## config.mk

```make
export PLATFORM = sky130hd
export DESIGN_NAME = tpas_lane
export DESIGN_NICKNAME = d
export VERILOG_FILES = /design/src/rtl/tpas_pkg.sv /design/src/rtl/tpas_lane.sv
export SDC_FILE = /design/constraint.sdc
export NUM_CORES = 1
export LEC_CHECK = 0
export BUFFER_PORTS_ARGS = -buffer_cell sky130_fd_sc_hd__buf_2
export CAP_MARGIN = 15
export CORE_MARGIN = 3
export CORE_UTILIZATION = 35
export DETAILED_ROUTE_END_ITERATION = 10
export PLACE_DENSITY = 0.5
export SLEW_MARGIN = 20
export SYNTH_ARGS = -nofsm -noshare
export SYNTH_HDL_FRONTEND = slang
export SYNTH_SLANG_ARGS = --single-unit
```

## constraint.sdc

```tcl
create_clock -name clk -period 3.6 [get_ports clk]
set_input_delay 0.18 -clock clk [delete_from_list [all_inputs] [get_ports clk]]
set_output_delay 0.18 -clock clk [all_outputs]
set_load 0.05 [all_outputs]
```

## src/rtl/tpas_pkg.sv

```systemverilog
// ---------------------------------------------------------------------------
// tpas_pkg
// Shared types, constants and arithmetic helpers of the action selector.
// ---------------------------------------------------------------------------
package tpas_pkg;

    localparam int NUM_FEATURES_DEF = 128;
    localparam int WEIGHT_BITS_DEF  = 24;

    // fixed field widths
    localparam int ACC_BITS   = 40;
    localparam int WVAL_BITS  = 24;
    localparam int WIDX_BITS  = 8;
    localparam int FIDX_BITS  = 7;
    localparam int BYTE_BITS  = 8;
    localparam int CLS_BITS   = 2;
    localparam int NUM_CLASS  = 3;
    localparam int IN_TDATA_BITS  = 56;
    localparam int OUT_TDATA_BITS = 128;

    localparam logic CMD_WEIGHT  = 1'b0;
    localparam logic CMD_FEATURE = 1'b1;

    localparam logic [CLS_BITS-1:0] CLS_LEFT  = 2'd0;
    localparam logic [CLS_BITS-1:0] CLS_RIGHT = 2'd1;
    localparam logic [CLS_BITS-1:0] CLS_FIRE  = 2'd2;

    typedef enum logic [2:0] {
        ACT_NOOP       = 3'd0,
        ACT_LEFT       = 3'd1,
        ACT_RIGHT      = 3'd2,
        ACT_FIRE       = 3'd3,
        ACT_LEFT_FIRE  = 3'd4,
        ACT_RIGHT_FIRE = 3'd5
    } action_t;

    // stage advance controls shared by the three score lanes
    typedef struct packed {
        logic adv2;   // load product stage
        logic adv3;   // accumulate step
        logic last;   // item in product stage closes the vector
        logic adv4;   // load score stage
    } tpas_ctl_t;

    function automatic logic signed [ACC_BITS-1:0] sat_add(
        input logic signed [ACC_BITS-1:0] a,
        input logic signed [ACC_BITS-1:0] b
    );
        logic signed [ACC_BITS:0] s;
        logic signed [ACC_BITS-1:0] r;
        s = {a[ACC_BITS-1], a} + {b[ACC_BITS-1], b};
        if (s[ACC_BITS] != s[ACC_BITS-1])
            r = s[ACC_BITS] ? {1'b1, {(ACC_BITS-1){1'b0}}} : {1'b0, {(ACC_BITS-1){1'b1}}};
        else
            r = s[ACC_BITS-1:0];
        return r;
    endfunction

endpackage

```

## src/rtl/tpas_lane.sv

```systemverilog
// ---------------------------------------------------------------------------
// tpas_lane
// One perceptron: multiply stage, saturating accumulator, bias completion.
// ---------------------------------------------------------------------------
module tpas_lane
    import tpas_pkg::*;
#(
    parameter int WEIGHT_BITS = WEIGHT_BITS_DEF
)
(
    input  logic                          clk,
    input  logic                          rst_n,
    input  tpas_ctl_t                     ctl,
    input  logic signed [WEIGHT_BITS-1:0] weight,
    input  logic signed [WEIGHT_BITS-1:0] bias,
    input  logic [BYTE_BITS-1:0]          feature,
    output logic signed [ACC_BITS-1:0]    score
);

    localparam logic signed [BYTE_BITS:0] MUL255 = 9'sd255;

    logic signed [WEIGHT_BITS+BYTE_BITS:0] prod_full;
    logic signed [WEIGHT_BITS+BYTE_BITS:0] b255_full;
    logic signed [ACC_BITS-1:0]            prod_reg;
    logic signed [ACC_BITS-1:0]            b255_reg;
    logic signed [ACC_BITS-1:0]            acc_reg;
    logic signed [ACC_BITS-1:0]            acc_sum;
    logic signed [ACC_BITS-1:0]            sum_reg;
    logic signed [ACC_BITS-1:0]            b255_s3_reg;
    logic signed [ACC_BITS-1:0]            score_reg;

    assign prod_full = weight * $signed({1'b0, feature});
    assign b255_full = bias * MUL255;
    assign acc_sum   = sat_add(acc_reg, prod_reg);
    assign score     = score_reg;

    always_ff @(posedge clk)
    begin
        if (ctl.adv2)
        begin
            prod_reg <= ACC_BITS'(prod_full);
            b255_reg <= ACC_BITS'(b255_full);
        end
        if (ctl.adv3)
        begin
            sum_reg     <= acc_sum;
            b255_s3_reg <= b255_reg;
        end
        if (ctl.adv4)
            score_reg <= sat_add(sum_reg, b255_s3_reg);
    end

    // accumulator restarts after the closing byte
    always_ff @(posedge clk or negedge rst_n)
    begin
        if (!rst_n)
            acc_reg <= '0;
        else if (ctl.adv3)
            acc_reg <= ctl.last ? '0 : acc_sum;
    end

endmodule

```

# --- Word level (Yosys, flattened, before mapping) ---
# Cells that the tools add are included.
op_classes:
  add_sub_neg: 2
  multipliers: 2
  div_mod_pow: 0
  magnitude_cmp: 0
  eq_ne: 2
  shifts: 0
  n_mux: 5
  n_bitwise: 0
  reduce_logical: 0
ops:
  columns: ["operator", "n"]
  rows:
  - ["40-bit two-way mux", 5]
  - ["40-bit by 33-bit adder with 41-bit output", 2]
  - ["24-bit by 9-bit multiplier with 33-bit output", 1]
  - ["24-bit by 9-bit multiplier with 33-bit output, second input constant", 1]
  - ["1-bit != test", 2]
totals:
  regBits: 219
  latchBits: 0
  ramBits: 0
  mem_bits_ro: 0
  input_bits: 62
  output_inout_bits: 40
  word_cells: 17
  n_memories: 0

# --- Longest topological paths before layout ---
depth:
  word_depth: 4
  depth_mapped: 21
  depth_no_buf: 21

# --- Worst setup path after synthesis ---
# No wires, ideal clock.
synth_path:
  path_type: "input-to-reg"
  startpoint: "input port feature[0]"
  endpoint: "register, netlist name prod_reg[32]"
  arrival_time_ns: 4.880
  t_required_ns: 3.340
  setup_slack_ns: -1.540
  path_stages: 20
  n_path_buf: 1
  path_cell_list: "clkbuf_1 -> nand2_1 -> fa_1 -> inv_1 -> fa_1 -> fa_1 -> inv_1 -> fa_1 -> inv_1 -> ha_1 -> nand3_1 -> nor2_1 -> nand2_1 -> or3b_2 -> a21oi_1 -> nor3_1 -> or3_1 -> o2111ai_1 -> a21oi_1 -> xnor2_1"
synth_via:
  elab_chain_cells: 1
synth_lines:
  columns: ["item", "line", "text"]
  rows:
  - ["from (decl)", "tpas_lane.sv:16", "input logic [BYTE_BITS-1:0] feature,"]
  - ["24-bit by 9-bit multiplier with 33-bit output", "tpas_lane.sv:32", "assign prod_full = weight * $signed({1'b0, feature});"]
  - ["via prod_full[32]", "tpas_lane.sv:22", "logic signed [WEIGHT_BITS+BYTE_BITS:0] prod_full;"]
# The timed path passes the listed nets, and every way through them passes these cells.
# A chain may end at the register's enable or synchronous reset.

# --- Final worst setup path ---
layout_path:
  startpoint: "input port bias[6]"
  endpoint: "register b255_reg[31], data pin"
layout_via:
  elab_chain_cells: 1
layout_lines:
  columns: ["item", "line", "text"]
  rows:
  - ["from (decl)", "tpas_lane.sv:15", "input logic signed [WEIGHT_BITS-1:0] bias,"]
  - ["24-bit by 9-bit multiplier with 33-bit output", "tpas_lane.sv:33", "assign b255_full = bias * MUL255;"]
  - ["via b255_full[31]", "tpas_lane.sv:23", "logic signed [WEIGHT_BITS+BYTE_BITS:0] b255_full;"]
  - ["to (signal assigned)", "tpas_lane.sv:42", "b255_reg <= ACC_BITS'(b255_full);"]
  - ["to (decl)", "tpas_lane.sv:25", "logic signed [ACC_BITS-1:0] b255_reg;"]
# The timed path passes the listed nets, and every way through them passes these cells.

==> metrics.md <==
| Metric | Value |
|---|---|
| Status | `finished with violations` |
| Violations in the final reports | `setup timing` |
| Sinks on Clock Net | `between 200 and 250` |
| Post-route DRC | `0` |
| Count of input and output buffers | `slightly above 100` |
| Synthesis-stage register bit count | `219` |
| Worst slack at placement | `-1.43 ns` |
| Starting Density | `0.355` |
| Type of element capturing the critical path | `flip-flop` |
| Die Span Y | `approximately 260 µm` |
| Max-slew headroom at the worst pin | `0.379` |
| Clock latency reported for the late side of the worst-skew pair | `0.54 ns` |
| Synth unique cells | `83` |
| Proportion of layout cells with a drive suffix above 1 | `0.297` |
| Maximum clock frequency | `235 MHz` |
| Buf/Inv on CP | `5` |
| Net count after synthesis | `between 2k and 3k` |
| Routability congestion estimate | `a little under 0.9` |
| Overall die area | `0.0702 mm²` |
| Count of antenna diodes in the layout | `0` |
| Area Overhead vs Synth | `30.7%` |
| Synthesized area divided by synthesized cell count | `between 9 and 10 µm²` |
| Peak fanout along the critical path | `3` |
| Initial drt markers | `801` |
| Clock Root Buffer | `sky130_fd_sc_hd__clkbuf_16` |
| Transition time of the tightest slew-check pin | `0.931 ns` |
| Site Rows | `94` |
| Share of flip-flops with an asynchronous set or reset | `0.183` |
| Number of failing hold endpoints at the final stage | `0` |
| Post-route antenna net violation count | `0` |
| Fin crit share | `1.18` |
| Sequential element share of the synthesized area | `0.272` |
| Final routed wire length divided by cell count | `~16 µm` |
| Data required time at the worst endpoint | `approximately 3.9 ns` |
| Setup CP Type | `in -> reg` |
| Via count of the first global-routing pass | `18.3k` |
| Clock tree from TritonCTS | `built` |
| Library cell with the largest summed area after synthesis | `sky130_fd_sc_hd__edfxtp_1` |
| Die Span X | `about 260 µm` |
| Area share of the largest cell type after synthesis | `0.229` |
| Via density | `between 4 and 5` |
| Post-route insts no fill | `approximately 3.7k` |
| Maximum level of the CTS H-tree | `1` |
| Commonest non-fill, non-tap cell in the layout | `sky130_fd_sc_hd__inv_1` |
| Initial antenna violation count | `0` |
| Standard cell core area | `0.0661 mm²` |
| Final net count | `between 3k and 4k` |
| Number of cells after detailed placement | `~3.6k` |
| Filler instances | `slightly above 6k` |
| Startpoint kind of the worst setup timing path | `primary input` |
| Critical path, cell by cell | `buf_8 > inv_8 > fa_1 > inv_2 > fa_1 > inv_2 > fa_1 > fa_1 > inv_2 > ha_4 > and2_4 > a31o_4 > a41oi_4 > a31oi_4 > o31ai_4 > o41ai_2 > a2111o_1 > a21o_1 > a21oi_2 > xnor2_1` |
| DR vias | `17.6k` |
| Number of cells produced by synthesis | `about 2.4k` |
| Delay-heaviest family, CP | `adder cells` |
| Number of enable flip-flop cells after synthesis | `about 180` |
| Clock buffer count from CTS | `24` |
| Max-cap violations | `0` |
| Global-route congestion overflow total | `0` |
| Placed wire-length estimate after detailed placement | `roughly 48000 µm` |
| Initial DRT Pass Iterations | `5` |
| Data arrival time of the critical path | `~4.6 ns` |
| Most common flop cell mapped by yosys | `sky130_fd_sc_hd__edfxtp_1` |
| Buffer levels on the longest clock path | `3` |
| Largest stage delay on the critical path | `roughly 0.54 ns` |
| Most repeated library cell on the critical path | `sky130_fd_sc_hd__fa_1` |
| Cell with the biggest individual delay on the critical path | `sky130_fd_sc_hd__fa_1` |
| Wire length of the first global-routing pass | `roughly 95000 µm` |
| Worst-path clk slew | `0.06 ns` |
| Final Max Slew Viols | `0` |
| Total number of yosys warnings | `0` |
| Class of the most critical hold timing path | `in -> reg` |
| Main area contributors after synthesis | `sky130_fd_sc_hd__edfxtp_1 (23%), sky130_fd_sc_hd__fa_1 (23%), sky130_fd_sc_hd__ha_1 (11%)` |
| Largest net degree at the start of global routing | `76` |
| # setup viols final | `36` |
| Max Clock Skew | `between 0.02 and 0.025 ns` |
| Worst setup slack after layout | `-0.656 ns` |
| GRT Util Overall | `0.165` |
| Number of I/O pins | `approximately 100` |
| RSZ-0062 raised after global routing | `yes` |
| Detailed-route wire length | `roughly 59000 µm` |
| Post-synthesis instance area | `0.0235 mm²` |
| Highest-count cells in the layout ignoring fill and taps | `sky130_fd_sc_hd__inv_1 (365), sky130_fd_sc_hd__buf_4 (325), sky130_fd_sc_hd__fa_1 (253)` |
| Final total negative setup slack | `-13.46 ns` |
| Shortest clock period the worst path allows after layout | `about 4.3 ns` |
## final timing paths
path	start	end	slack, ns	depth (start not counted)
min in group asynchronous	rst_n	acc_reg[34]	0.21	2
setup reg to reg	prod_reg[0]	sum_reg[7]	0.07	15
hold / removal	ctl[3]	b255_reg[1]	0.17	1
setup / recovery	bias[6]	b255_reg[31]	-0.66	20
max in group asynchronous	rst_n	acc_reg[6]	2.97	2
hold reg to reg	b255_reg[9]	b255_s3_reg[9]	0.42	0
## cells by family (layout without fill, tap and decap cells)
group	after synthesis	after routing	synth area share
and+or+nand+nor	537	537	0.110
adders and majority gates	502	502	0.350
buffers and inverters	498	957	0.0820
AOI/OAI and AO/OA	464	464	0.135
DFF	219	219	0.272
xor gates and xnor gates	131	131	0.0492
muxes	5	5	0.00219
## worst reg2reg max path: stages, from the launching register on
cell	delay (ns)
sky130_fd_sc_hd__edfxtp_1	0.35
sky130_fd_sc_hd__ha_2	0.21
sky130_fd_sc_hd__inv_1	0.06
sky130_fd_sc_hd__fa_1	0.39
sky130_fd_sc_hd__nand2b_1	0.20
sky130_fd_sc_hd__a21oi_2	0.20
sky130_fd_sc_hd__o211ai_1	0.24
sky130_fd_sc_hd__buf_4	0.22
sky130_fd_sc_hd__a21oi_4	0.18
sky130_fd_sc_hd__a211oi_2	0.11
sky130_fd_sc_hd__nand4bb_4	0.23
sky130_fd_sc_hd__a211oi_4	0.25
sky130_fd_sc_hd__nand2b_4	0.18
sky130_fd_sc_hd__buf_4	0.19
sky130_fd_sc_hd__nor2_1	0.09
sky130_fd_sc_hd__nor2_1	0.24
## stage by stage
| stage | instance area, µm² | utilization | hold WS, ns |
|---|---|---|---|
| after CTS | 29300 | 0.444 | 0.161 |
| after global placement | 27700 | 0.419 | 0.405 |
| after global routing | 30700 | 0.464 | 0.192 |
| final | 30700 | 0.464 | 0.168 |
| after floorplan | 24100 | - | -0.116 |
| after detailed placement | 27700 | 0.419 | 0.405 |
## per-layer routing
metal,global-route usage,vias up,share of wire
li1,-,8678,-
met1,0.241,8563,0.49
met2,0.269,257,0.47
met3,0.0123,62,0.030
met4,0.0353,0,0.018
met5,0,-,0
## synthesized netlist by cell type (all sizes together), types with 5 or more instances
master	count
buf	18
or3	8
a21oi	127
nand2	176
or2	7
nor2	132
ha	215
o21bai	15
o2bb2ai	34
o31ai	5
maj3	22
clkbuf	41
nor3	14
xnor2	92
xor2	39
o211ai	9
o21ai	89
a2111oi	5
nor2b	22
a21o	76
a211oi	12
o21a	19
a21boi	5
and2	99
inv	439
nand3	25
a31o	6
edfxtp	179
fa	265
and3	7
nand2b	19
a31oi	18
dfrtp	40
nand4	12
o221ai	5
## cell type report
class	instances	area, µm²	share of cell area
Multi-Input combinational cell	1639	16700	0.545
Sequential cell	219	6380	0.208
Timing Repair Buffer	474	4040	0.132
Inverter	439	1710	0.0558
Tap cell	864	1080	0.0352
Clock buffer	27	622	0.0203
Clock inverter	17	135	0.00440
## repair_timing
action                     4_1_cts  5_1_grt
resized for setup              188      239
hold buffers                     4        0
gates cloned                     1        7
setup endpoints to repair       91      158
buffers inserted                21       37
pin swaps                      109      217
hold endpoints to repair        45        0
Power is left out: the tool's default activity adds up to more than one toggle a clock period on the data nets, which glitch-free logic cannot reach.
